## src/rtl/i2da_pkg.sv

```systemverilog
// Package with the sizes, character codes and sequencer states of the decimal text converter.
`default_nettype none
package i2da_pkg;

  localparam int VALUE_WIDTH = 32;
  localparam int IN_WIDTH = 32;
  // Decimal digits needed for 2^VALUE_WIDTH - 1 (1233/4096 is close to log10 of 2).
  localparam int DIGITS = ((VALUE_WIDTH * 1233) >> 12) + 1;
  localparam int BCD_W = DIGITS * 4;
  localparam int BIT_CNT_W = $clog2(VALUE_WIDTH);
  localparam int DIG_CNT_W = $clog2(DIGITS + 1);
  localparam int CHAR_W = 6;

  localparam logic [CHAR_W-1:0] CHAR_ZERO = CHAR_W'(48);
  localparam logic [CHAR_W-1:0] CHAR_MINUS = CHAR_W'(45);

  typedef enum logic [2:0] {
    ST_IDLE,
    ST_CONV,
    ST_SKIP,
    ST_SIGN,
    ST_DIGIT
  } state_t;

endpackage
`default_nettype wire

```

## src/rtl/int_to_decimal_ascii.sv

```systemverilog
// Top level of the binary to decimal ASCII converter with its sequencer and output register.
// Sequencing: after acceptance, the conversion state takes one input bit per step through the shared
// digit-adjust-and-shift unit, the skip state then drops leading zero digits, and the sign (if any) and
// the digits follow; characters are sent one per cycle while the output is not stalled by out_ready.
// Flow: ready only while idle, so a new value is not taken until the last character has been issued.
// Reset: rst, synchronous, returns the sequencer to idle and clears out_valid.
`default_nettype none
module int_to_decimal_ascii (
  input  wire logic                         clk,
  input  wire logic                         rst,
  input  wire logic                         in_valid,
  output logic                              in_ready,
  input  wire logic [i2da_pkg::IN_WIDTH-1:0] value,
  input  wire logic                         is_signed,
  output logic                              out_valid,
  input  wire logic                         out_ready,
  output logic      [i2da_pkg::CHAR_W-1:0]  character,
  output logic                              last
);

  i2da_pkg::state_t state, state_next;

  logic [i2da_pkg::VALUE_WIDTH-1:0] mag, mag_next;
  logic [i2da_pkg::BCD_W-1:0]       bcd, bcd_next;
  logic [i2da_pkg::BCD_W-1:0]       bcd_shifted;
  logic [i2da_pkg::BIT_CNT_W-1:0]   bit_cnt, bit_cnt_next;
  logic [i2da_pkg::DIG_CNT_W-1:0]   dig_cnt, dig_cnt_next;
  logic                             neg, neg_next;
  logic                             out_valid_next;
  logic [i2da_pkg::CHAR_W-1:0]      character_next;
  logic                             last_next;
  logic [i2da_pkg::VALUE_WIDTH-1:0] raw;
  logic [3:0]                       top_digit;
  logic                             out_free;

  assign raw = i2da_pkg::VALUE_WIDTH'(value);
  assign top_digit = bcd[i2da_pkg::BCD_W-1 -: 4];
  assign out_free = !out_valid || out_ready;
  assign in_ready = (state == i2da_pkg::ST_IDLE);

  i2da_dabble u_dabble (
    .bcd         (bcd),
    .shift_bit   (mag[i2da_pkg::VALUE_WIDTH-1]),
    .bcd_shifted (bcd_shifted)
  );

  always_ff @(posedge clk) begin
    if (rst) begin
      state     <= i2da_pkg::ST_IDLE;
      out_valid <= 1'b0;
    end else begin
      state     <= state_next;
      out_valid <= out_valid_next;
    end
  end

  always_ff @(posedge clk) begin
    mag       <= mag_next;
    bcd       <= bcd_next;
    bit_cnt   <= bit_cnt_next;
    dig_cnt   <= dig_cnt_next;
    neg       <= neg_next;
    character <= character_next;
    last      <= last_next;
  end

  always_comb begin
    state_next     = state;
    mag_next       = mag;
    bcd_next       = bcd;
    bit_cnt_next   = bit_cnt;
    dig_cnt_next   = dig_cnt;
    neg_next       = neg;
    character_next = character;
    last_next      = last;
    out_valid_next = out_valid && !out_ready;

    case (state)
      i2da_pkg::ST_IDLE: begin
        if (in_valid) begin
          neg_next = is_signed && raw[i2da_pkg::VALUE_WIDTH-1];
          // The most negative value negates to itself, which read unsigned is its magnitude.
          mag_next = neg_next ? (~raw + i2da_pkg::VALUE_WIDTH'(1)) : raw;
          bcd_next = '0;
          bit_cnt_next = '0;
          state_next = i2da_pkg::ST_CONV;
        end
      end
      i2da_pkg::ST_CONV: begin
        bcd_next = bcd_shifted;
        mag_next = {mag[i2da_pkg::VALUE_WIDTH-2:0], 1'b0};
        bit_cnt_next = bit_cnt + i2da_pkg::BIT_CNT_W'(1);
        if (bit_cnt == i2da_pkg::BIT_CNT_W'(i2da_pkg::VALUE_WIDTH - 1)) begin
          dig_cnt_next = i2da_pkg::DIG_CNT_W'(i2da_pkg::DIGITS);
          state_next = i2da_pkg::ST_SKIP;
        end
      end
      i2da_pkg::ST_SKIP: begin
        // Drop leading zero digits but always keep the last one, so zero prints as '0'.
        if (top_digit == 4'd0 && dig_cnt > i2da_pkg::DIG_CNT_W'(1)) begin
          bcd_next = {bcd[i2da_pkg::BCD_W-5:0], 4'd0};
          dig_cnt_next = dig_cnt - i2da_pkg::DIG_CNT_W'(1);
        end else if (neg) begin
          state_next = i2da_pkg::ST_SIGN;
        end else begin
          state_next = i2da_pkg::ST_DIGIT;
        end
      end
      i2da_pkg::ST_SIGN: begin
        if (out_free) begin
          out_valid_next = 1'b1;
          character_next = i2da_pkg::CHAR_MINUS;
          last_next = 1'b0;
          state_next = i2da_pkg::ST_DIGIT;
        end
      end
      i2da_pkg::ST_DIGIT: begin
        if (out_free) begin
          out_valid_next = 1'b1;
          character_next = i2da_pkg::CHAR_ZERO + {2'b00, top_digit};
          last_next = (dig_cnt == i2da_pkg::DIG_CNT_W'(1));
          bcd_next = {bcd[i2da_pkg::BCD_W-5:0], 4'd0};
          dig_cnt_next = dig_cnt - i2da_pkg::DIG_CNT_W'(1);
          if (dig_cnt == i2da_pkg::DIG_CNT_W'(1)) begin
            state_next = i2da_pkg::ST_IDLE;
          end
        end
      end
      default: begin
        state_next = i2da_pkg::ST_IDLE;
      end
    endcase
  end

endmodule
`default_nettype wire

```

## src/rtl/i2da_dabble.sv

```systemverilog
// One double-dabble step: add three to each BCD digit above four, then shift in one bit.
`default_nettype none
module i2da_dabble (
  input  wire logic [i2da_pkg::BCD_W-1:0] bcd,
  input  wire logic                       shift_bit,
  output logic      [i2da_pkg::BCD_W-1:0] bcd_shifted
);

  logic [i2da_pkg::BCD_W-1:0] adjusted;

  always_comb begin
    for (int d = 0; d < i2da_pkg::DIGITS; d++) begin
      if (bcd[d*4 +: 4] >= 4'd5) begin
        adjusted[d*4 +: 4] = bcd[d*4 +: 4] + 4'd3;
      end else begin
        adjusted[d*4 +: 4] = bcd[d*4 +: 4];
      end
    end
  end

  assign bcd_shifted = {adjusted[i2da_pkg::BCD_W-2:0], shift_bit};

endmodule
`default_nettype wire
```

## config.mk

```make
export PLATFORM = sky130hd
export DESIGN_NAME = int_to_decimal_ascii
export DESIGN_NICKNAME = d
export VERILOG_FILES = /design/src/rtl/i2da_pkg.sv /design/src/rtl/int_to_decimal_ascii.sv /design/src/rtl/i2da_dabble.sv
export SDC_FILE = /design/constraint.sdc
export NUM_CORES = 1
export LEC_CHECK = 0
export BUFFER_PORTS_ARGS = -buffer_cell sky130_fd_sc_hd__buf_2
export CELL_PAD_IN_SITES_DETAIL_PLACEMENT = 0
export CELL_PAD_IN_SITES_GLOBAL_PLACEMENT = 1
export CORE_ASPECT_RATIO = 0.6
export CORE_MARGIN = 3
export CORE_UTILIZATION = 43
export DETAILED_ROUTE_END_ITERATION = 7
export GPL_TIMING_DRIVEN = 1
export PLACE_DENSITY_LB_ADDON = 0.12
export RECOVER_POWER = 100
export SKIP_CTS_REPAIR_TIMING = 1
export SLEW_MARGIN = 20
export SYNTH_ARGS = -nofsm -noshare
export SYNTH_HDL_FRONTEND = slang
export SYNTH_SLANG_ARGS = --single-unit
```

## constraint.sdc

```tcl
create_clock -name clk -period 4.25 [get_ports clk]
set_input_delay 0.425 -clock clk [delete_from_list [all_inputs] [get_ports clk]]
set_output_delay 0.425 -clock clk [all_outputs]
set_load 0.005 [all_outputs]
```

* Word-level counts from Yosys, hierarchy flattened *
Cells that the tools add are included.

cells by class
  multiplexer cells = 39
  eq/ne operators = 13
  divide/modulo/power cells = 0
  $mul = 0
  reductions and logical operators = 19
  $add $sub $neg = 14
  shift-type cells = 0
  bitwise gates (word level) = 1
  magnitude comparators = 11

operators by type and width
  kind                                                 number
  one-hot mux 40 bit (4 select lines)                  1
  two-way mux 40 bit                                   3
  two-way mux 32 bit                                   2
  one-hot mux 32 bit (2 select lines)                  1
  two-way mux 4 bit                                    12
  >= comparator 4 x 3 -> 1 bit, second input constant  10
  adder 4 x 2 -> 4 bit, second input constant          9
  adder 32 x 1 -> 32 bit, second input constant        1
  inverter 32 bit                                      1
  two-way mux 3 bit                                    8
  one-hot mux 3 bit (5 select lines)                   1
  != test 2 bit, second input constant                 7
  two-way mux 6 bit                                    2
  one-hot mux 4 bit (3 select lines)                   1
  one-hot mux 6 bit (2 select lines)                   1
  one-hot mux 5 bit (2 select lines)                   1
  AND reduction 4 bit                                  2
  adder 5 x 5 -> 6 bit, first input constant           1
  == test 3 x 2 -> 1 bit, second input constant        2
  AND reduction 6 bit                                  1
  adder 5 x 1 -> 5 bit, second input constant          1
  == test 5 bit, second input constant                 1
  two-way mux 5 bit                                    1
  == test 4 x 1 -> 1 bit, second input constant        1
  18 further kinds                                     26

storage, ports and cells
  word-level logic and storage cells = 106
  output and inout bits = 9
  memory bits (writable) = 0
  bits in latches = 0
  memory bits (read-only) = 0
  memories = 0
  flip-flop bits (word level) = 93
  input port bits = 37

* Logic depth before layout (Yosys ltp) *
Gate-level depths: netlist of run 1.

  word-level depth = 5
  gate-level depth with buffers = 7
  depth with buffers taken out = 7

* Cells and area by module *
From an unflattened synthesis of run 1, not the netlist that was laid out.

second synthesis, totals
  cells, all modules = 549
  area, all modules = 5587.9 µm²

modules (own cells, without submodules)
  module                instances  area an instance (µm²)  sequential area each (µm²)  cells an instance
  int_to_decimal_ascii  1          4586.9                  2722.6                      392
  i2da_dabble           1          1001.0                  0.0                         157

* Worst setup path before layout of run 1 *
Ideal clock, no wire load.

  path type = register to register
  start = register bcd[36] (netlist name)
  end = register bcd[0] (netlist name) (enable)
  setup slack = -313 ps
  setup time = 498 ps
  stages on the path, launching flop included = 6
  period minus slack after synthesis = 4563 ps
  data arrival time = 4065 ps
  cell sequence = edfxtp_1 > inv_1 > ha_1 > nor4b_1 > o311ai_1 > a21boi_0

between the ends
  cells in the longest elaborated chain, start to end = 4

ends and longest elaborated chain
  what                                  RTL line                     source
  start: declaration                    int_to_decimal_ascii.sv:24   logic [i2da_pkg::BCD_W-1:0] bcd, bcd_next;
  start signal: assignment              int_to_decimal_ascii.sv:59   bcd <= bcd_next;
  logical NOT 4 bit                     int_to_decimal_ascii.sv:100  if (top_digit == 4'd0 && dig_cnt > i2da_pkg::DIG_CNT_W'(1)) begin
  logical AND 1 bit                     int_to_decimal_ascii.sv:100
  != test 2 bit (no source line)        --
  AND reduction 4 bit (no source line)  --

No other way between the ends.
A chain may end at the register's enable or synchronous reset.

* Final worst setup path of run 1 *
Ends and elaborated chain as after synthesis.

==> results list, run 1 <==
- The worst path needs 2.89 ns of the cycle, external delays included.
- The number of pins exceeding their max-slew limit in the final report came to 38.
* Endpoint arrival time on the critical path: 2.84 ns
* Max cap viols: 1
- Summed over all failing endpoints, the final setup total negative slack is 0 ns.
- Run status: finished with violations
- In this run, placement finished with an instance count of 735.
- For this design the static power due to leakage is 0.00219 uW.
- For this run, the number of Yosys warnings is 0.
- In the synthesized netlist the dominant register cell turns out to be edfxtp_1.
- The worst setup path is launched from a register.
- Antenna-violating nets left: 0
* CTS tree: built
* Maximum number of pins on one net before global-route repair: 66
- After detailed routing, the average wire length per cell comes to 16.5 microns.
- In the layout the commonest cells are 88 x edfxtp_1, 57 x o21ai_0, 52 x nand2_1, 41 x a21oi_1, 38 x buf_2.
* Length in cells of the worst reg-to-reg path: 6
* Post-synth EDFFs: 88
- Max-Slew Margin vs Limit: -9.87%
* Ratio of routed vias to standard cells: approximately 5.6
- Of all cell types, the one taking the most synthesized area is edfxtp_1.
* First-pass GRT wire length: 20,700 microns
- Min-delay worst type: in -> reg
* Number of DRC markers in iteration 0: 364
- Floorplan die width: 152 microns
* Total half-perimeter wirelength after legalization and detailed placement: 8380 microns
* Pre-CTS WS: around 1.8 ns
- VDD sags by at most 0.380 mV.
- Routed via count: 4,189
- Floorplan core area: 12,300 sq um
- Port buffering added 44 buffers.
- For this run, the share of the core covered by cells in the final layout is 50.2%.
- In the global route stage, overall resource usage came out at between 10% and 20%.
- Final number of hold-violating endpoints: 0
- For this run, global-route usage on met2 was measured as about a quarter.
- At the pin with the least slew margin, the transition time is 1.65 ns.
- Setup repair after global routing left no endpoint under its margin.
- Clock transition at the registers of the reported paths: 0.06 ns
- CTS placed an instance of clkbuf_16 at the clock tree root.
- Distinct cell type count after synthesis: 58
* Detailed Routing Iterations Pass 1: 5
- In this run the most used layer during global routing was met1.
- Vias in the first global route: 3,862
- Summing every instance area after synthesis gives 5520 sq um.
* Met1 Resource Use GR: between 20% and 30%
- DIE HEIGHT: 93.7 microns
- Maximum clock insertion buffer count: 2
* Area enclosed by the die boundary: 14,300 sq um
- At the later pin of the worst-skew pair, clock insertion delay measures 0.34 ns.
- The congestion estimate from routability-driven global placement came to 0.764.
- The H-tree was split into 3 levels.
* Sequential-to-total area share from yosys stat: between 40% and 50%
* Aggregate global routing overflow: 0
- Portion of the clock cycle consumed by the worst path in the final layout: around 68%
- Placement Rows: 31
- Boundary Pins: 46
* Crit end category: register
- Antenna violations before repair: 0
- Number of clock sinks seen by CTS: 92
* Post-route worst setup slack: 1.36 ns
- Across the routed clock network, the largest skew measured is 0.00635 ns.
* Met3 usage: 3.77%
- Counting flops and latches in the post-synthesis netlist gives 92.
- Avg Synthesized Cell Area: a little over 10 sq um
- Data on the critical path is required at its endpoint by around 4.2 ns.
* Ys async rst share: 0%
* Worst-path maximum fanout: 40
* Instance count along the most critical hold path: 2
* Nets in the synthesized netlist: 607
* WL final: 12,400 microns
- Area share of the largest cell type after synthesis: 47.9%
- WHS: 0.287 ns
* Number of diodes: 0
- The final layout contains 643 nets.
- Setup-violating endpoint count in the final report: 0
- CTS buffer count: 9
* Fillers: 1,114
* Most common cell after layout, fill and taps aside: edfxtp_1
- Largest cells by area after synthesis: edfxtp_1 48%, ha_1 5.7%, o21ai_0 4.3%
* Max Fclk: 346 MHz
- Fraction of layout cells with a size suffix above 1: 10.2%
- Count of mapped cells out of synthesis: 545
- Final std cells w/o fill: 751
- Violated checks: capacitance limit, slew limit
* Effective utilization at floorplan: 44.9%
* Type of the setup path with the least slack: reg -> reg
- For this design the ratio of total power to cell area is 696 nW/um^2.
- Compared with the post-synthesis result, the final layout area differs by 11.9%.
- After detailed routing, the number of remaining DRC violations is 0.
layer usage:
metal | vias to the layer above | share of wire (%)
met1 | 1986 | 55
met2 | 115 | 38
met3 | 4 | 5.7
met4 | 0 | 0.40
li1 | 2084 | -
met5 | - | 0
report_power, final:
group	internal, uW	leakage (uW)	switching [uW]
clock network	507	0.000152	332
logic	581	0.00112	971
registers	1610	0.000914	296
total	2690	0.00219	1600
Yosys cell counts, drive strengths merged, types with 3 or more instances:
library cell  count
xnor2            22
o21ai            57
clkbuf           16
xor2             21
buf               8
and2              5
nand3             7
a22o              9
edfxtp           88
o32ai             4
or4               5
inv              27
o22ai            10
nor3             11
o31ai             8
o41ai             4
nand4             6
nor2b             7
dfxtp             4
nor2             32
nand3b            3
nor4              7
a21oi            41
nand2            52
nor3b            16
a31oi             4
nand2b           15
ha               25
a22oi             4
final cells by class:
type / instances / area [sq um] / share of cell area [%]
sequential: 92 / 2720 / 44.1
multi-input combinational: 401 / 2590 / 42.0
timing repair buffer: 49 / 238 / 3.85
clock buffer: 9 / 225 / 3.65
tap: 165 / 206 / 3.35
inverter: 28 / 105 / 1.70
clock inverter: 7 / 81.3 / 1.32
worst max-delay path, cell delays in order, from the launching register on:
cell      delay, ns
edfxtp_1       0.39
inv_1          0.14
ha_1           0.25
nor4b_1        0.26
o311ai_0       0.37
a21boi_4       0.23
clkbuf_2       0.83
kinds of logic after synthesis:
group,after synthesis,synth area share (%)
adder cells (fa/ha/maj),25,5.67
AO/OA/AOI/OAI,155,17.0
other,1,0.0680
buffers and inverters,52,3.74
multiplexers,1,0.181
flip-flops,92,49.4
XOR/XNOR,43,6.83
AND/OR/NAND/NOR,176,17.1
registers in the layout (all words and copies together), names as in the netlist:
signal / cells
bit_cnt: 5
bcd: 40
dig_cnt: 4
mag: 32
character: 5
out_valid: 1
state: 3
neg: 1
last: 1
per-stage QoR:
| step | area (sq um) | total power (uW) |
|---|---|---|
| 4_1_cts | 6200 | 4340 |
| 2_1_floorplan | 5520 | 3020 |
| 3_3_place_gp | 5900 | 3430 |
| 5_1_grt | 6170 | 4640 |
| 3_5_place_dp | 5900 | 3470 |
| 6_report | 6170 | 4290 |
path summary, 6_finish.rpt:
kind	startpoint	to	slack, ns
worst max-delay path	bcd[36]	bcd[0]	1.36
worst min-delay path	rst	state[0]	0.29
worst max register to register	bcd[36]	bcd[0]	1.36
worst min register to register	mag[20]	mag[21]	0.52
No activity file was read; power rests on OpenSTA's default activity.
==> run 2, diff against run 1 <==
--- a/config.mk
+++ b/config.mk
@@ -5,12 +5,13 @@
 export SDC_FILE = /design/constraint.sdc
 export NUM_CORES = 1
 export LEC_CHECK = 0
+export ABC_AREA = 1
 export BUFFER_PORTS_ARGS = -buffer_cell sky130_fd_sc_hd__buf_2
 export CELL_PAD_IN_SITES_DETAIL_PLACEMENT = 0
 export CELL_PAD_IN_SITES_GLOBAL_PLACEMENT = 1
 export CORE_ASPECT_RATIO = 0.6
 export CORE_MARGIN = 3
-export CORE_UTILIZATION = 43
+export CORE_UTILIZATION = 46
 export DETAILED_ROUTE_END_ITERATION = 7
 export GPL_TIMING_DRIVEN = 1
 export PLACE_DENSITY_LB_ADDON = 0.12
==> constraint.sdc (replaced) <==
create_clock -name clk -period 2.85 [get_ports clk]
set_input_delay 0.285 -clock clk [delete_from_list [all_inputs] [get_ports clk]]
set_output_delay 0.285 -clock clk [all_outputs]
set_load 0.005 [all_outputs]
==> run 2 against run 1 <==
The flow now finishes without violations. Critical endpoint is now mag[22]. Die area fell by 2.3%. Sequential power rose by 51%. Design area rose by 3.7%. Largest cell class unchanged. Flip-flop and latch count did not move. Critical path type is now in -> reg. Power rose by 66%. Register-to-register slack got worse by 0.68 ns. Clock skew rose by 0.00052 ns.
==> results list, run 2 <==
- The flow ran to the end, and the final reports show no timing, DRC or antenna violations.
* Crit end category: register
* Clock share of power: 18.5%
* Ys async rst share: 0%
- Setup total negative slack: 0 ns
- The floorplan step defined a core boundary enclosing 11,700 sq um.
- Maximum number of pins on one net before global-route repair: 74
- The number of pins exceeding their max-slew limit in the final report came to 0.
- The clock drives 92 sinks.
- The initial antenna violation count is 0.
- Counting the buffers created by CTS gives 9.
- Ratio of routed vias to standard cells: 5.30
- Warnings, synthesis: 0
- Relative contribution of combinational cells to total power: 41.3%
* Startpoint of the worst hold path: rst
- Max-cap violations in this run came to 0.
- Leaving out fill and tap cells, the most frequent cells in the layout are 158 x nand2_1, 88 x inv_1, 88 x edfxtp_1, 70 x nor2_1, 66 x o21ai_0.
- Final critical delay including setup and external delays: 2.25 ns
* Final number of hold-violating endpoints: 0
- Capture point of the worst path: mag[22]
- The worst setup path is of the in -> reg kind.
- Synthesis-stage register bit count: ~90
- Number of DRC markers in iteration 0: 406
* Vias in the first global route: 4,181
- Number of remaining DRC errors: 0
- For the pin with the worst max-slew slack, the measured transition is 0.890 ns.
- Psw: 2860 uW
* Sort of element at the start of the critical path: input pin
* First-pass GRT wire length: around 21,000 microns
- The first detailed-routing pass ran for 6 iterations.
- Fraction of layout cells with a size suffix above 1: roughly a tenth
- Internal power comes to 4260 uW.
- The total overflow left after global routing is 0.
- Pre-CTS WS: 0.709 ns
- In this run the critical register-to-register path is captured at mag[31].
* Routed via count: 4,688
- Netlist area before placement: 5760 sq um
- The number of placed instances, taps included, is 869.
- Power share of the sequential group: 40.2%
- Final std cells w/o fill: roughly 900
* Register-to-register path setup slack: 0.68 ns
- Post-route worst setup slack: 0.603 ns
- Sequential-to-total area share from yosys stat: 47.3%
- Total Nets Final: 782
- Max-Slew Margin vs Limit: 40.7%
- The design draws 7120 uW.
- CTS tree: built
- Levels on crit path: 9
- On the final layout, the worst clock skew is 0.00687 ns.
- Nets in the synthesized netlist: 741
- Derived from the worst setup path, the maximum achievable clock frequency is 445 MHz.
- The register with the most flip-flops in the layout has 40 of them.
* Core Util, Final: 54.5%
* Most common cell in the synthesized netlist: nand2_1
- Area share of the largest cell type after synthesis: 45.9%
* Count of mapped cells out of synthesis: about 680
- The die is 150 microns wide.
- Traced cell by cell, the critical path runs through buf_2, nand2_1, inv_1, nand2_1, o21ai_0, nor2_1, nand3_1, nand3_1, nand2_1.
* Leakage power: 0.00270 uW
- Biggest register: bcd
- The initialized floorplan defines 30 standard-cell rows.
* Worst-path maximum fanout: 26
- STA puts the critical path data required time at ~3 ns.
* Most common cell after layout, fill and taps aside: nand2_1
- The worst hold path belongs to the class in -> reg.
- In the post-synthesis netlist, the biggest area contributors are edfxtp_1 46%, nand2_1 10%, o21ai_0 5.7%.
* Biggest cell delay along the critical path: 0.44 ns
- Antenna-violating nets left: 0
- The wire-length estimate of the detail-placed layout is between 9000 and 10,000 microns.
- Global routing used 19.4% of the available tracks across all layers.
- For this configuration, the core starts out at a cell density of 49.0%.
* Number of diodes: 0
- edfxtp_1 takes more of the synthesized area than any other cell.
- Data on the critical path arrives at its endpoint at 2.34 ns.
- Counting along the longest clock path gives a buffer depth of 2.
* Post-synth EDFFs: 88
- WL final: around 13,000 microns
* Predominant post-synthesis flop cell: edfxtp_1
* Avg Synthesized Cell Area: roughly 8.5 sq um
* Most repeated library cell on the critical path: nand2_1
* Registers with the highest flip-flop counts: bcd (40), mag (32)
- Switching share of total power: 40.2%
- Worst R2R Start: state[0]
- VDD sags by at most 0.436 mV.
- During I/O placement, the number of pins put on the boundary was 46.
- After synthesis, the most frequently instantiated cells are 157 x nand2_1, 88 x edfxtp_1, 85 x inv_1, 68 x nor2_1, 66 x o21ai_0.
- DIE HEIGHT: 92.7 microns
- Final Wtd Congestion: 0.910
- Length in cells of the worst reg-to-reg path: 5
* Setup-violating endpoint count in the final report: 0
- Power spread over the standard cell area amounts to around 1100 nW/um^2.
- Area enclosed by the die boundary: 13,900 sq um
* Htree depth: 3
- Portion of the clock cycle consumed by the worst path in the final layout: 78.8%
- Cell family contributing the most delay on the critical path: simple AND/OR/NAND/NOR gates
* Startpoint of the most critical setup path: value[31]
- Clock transition at the registers of the reported paths: 0.07 ns
* Relative area change from synthesis to final layout: 11.1%
- In the final routed layout, each cell accounts on average for ~15 microns.
* Cell at the slowest stage of the critical path: nor2_1
- Distinct cell type count after synthesis: 37
- Root buf cell: clkbuf_16
* Buffers on Ports: 44
* RSZ-0062 raised after global routing: no
* WP buf/inv: 2
- For the worst-skew pair, the clock arrives at the later sink with an insertion delay of 0.33 ns.
-- run 2: area by class of cell --
| class | count | area [sq um] |
|---|---|---|
| clock buffers | 13 | 270 |
| clock inverters | 3 | 67.6 |
| fillers | 1096 | 5350 |
| inverters | 91 | 342 |
| multi-input cells | 477 | 2520 |
| flip-flops and latches | 92 | 2720 |
| well taps | 160 | 200 |
| repair buffers | 49 | 279 |
-- run 2: kinds of logic after synthesis --
| kind of cell | count (synthesis) | share of synthesized area, % |
|---|---|---|
| other | 1 | 0.0651 |
| buffers and inverters | 110 | 7.95 |
| DFF | 92 | 47.3 |
| and+or+nand+nor | 304 | 22.4 |
| xor gates and xnor gates | 22 | 3.35 |
| adders and majority gates | 25 | 5.43 |
| AOI/OAI and AO/OA | 125 | 13.5 |
-- run 2: layer usage --
layer	wire length [microns]	up-vias	GRT usage, %
met5	0	-	0
met1	7230	2157	32.3
li1	-	2380	-
met4	87	0	3.81
met3	1040	10	4.69
met2	5010	141	24.8
-- run 2: worst min path at each step --
stage / slack (ns) / cells after the start / to
after floorplan: 0.46 / 3 / state[0]
after global placement: 0.50 / 2 / mag[15]
after detailed placement: 0.51 / 2 / mag[25]
after CTS: 0.23 / 4 / state[0]
after global routing: 0.25 / 4 / out_valid
final: 0.24 / 4 / state[2]
-- run 2: power by group through the flow --
| stage | Combinational [uW] | Clock [uW] | Sequential (uW) |
|---|---|---|---|
| floorplan | 2290 | 0 | 2810 |
| global placement | 3010 | 0 | 2870 |
| detailed placement | 3060 | 0 | 2890 |
| CTS | 3080 | 1350 | 2860 |
| global route | 3380 | 1410 | 2940 |
| finish | 2940 | 1320 | 2860 |
-- run 2: tightest hold or removal path: cells and delay by family --
family                 cells  cell delay (ns)
buffers and inverters      2             0.15
AND/OR/NAND/NOR            2             0.10
-- run 2: stage by stage --
stage / area (sq um) / hold slack, ns
floorplan: 5760 / 0.464
global placement: 6150 / 0.500
detailed placement: 6150 / 0.507
CTS: 6490 / 0.228
global route: 6400 / 0.254
finish: 6400 / 0.240
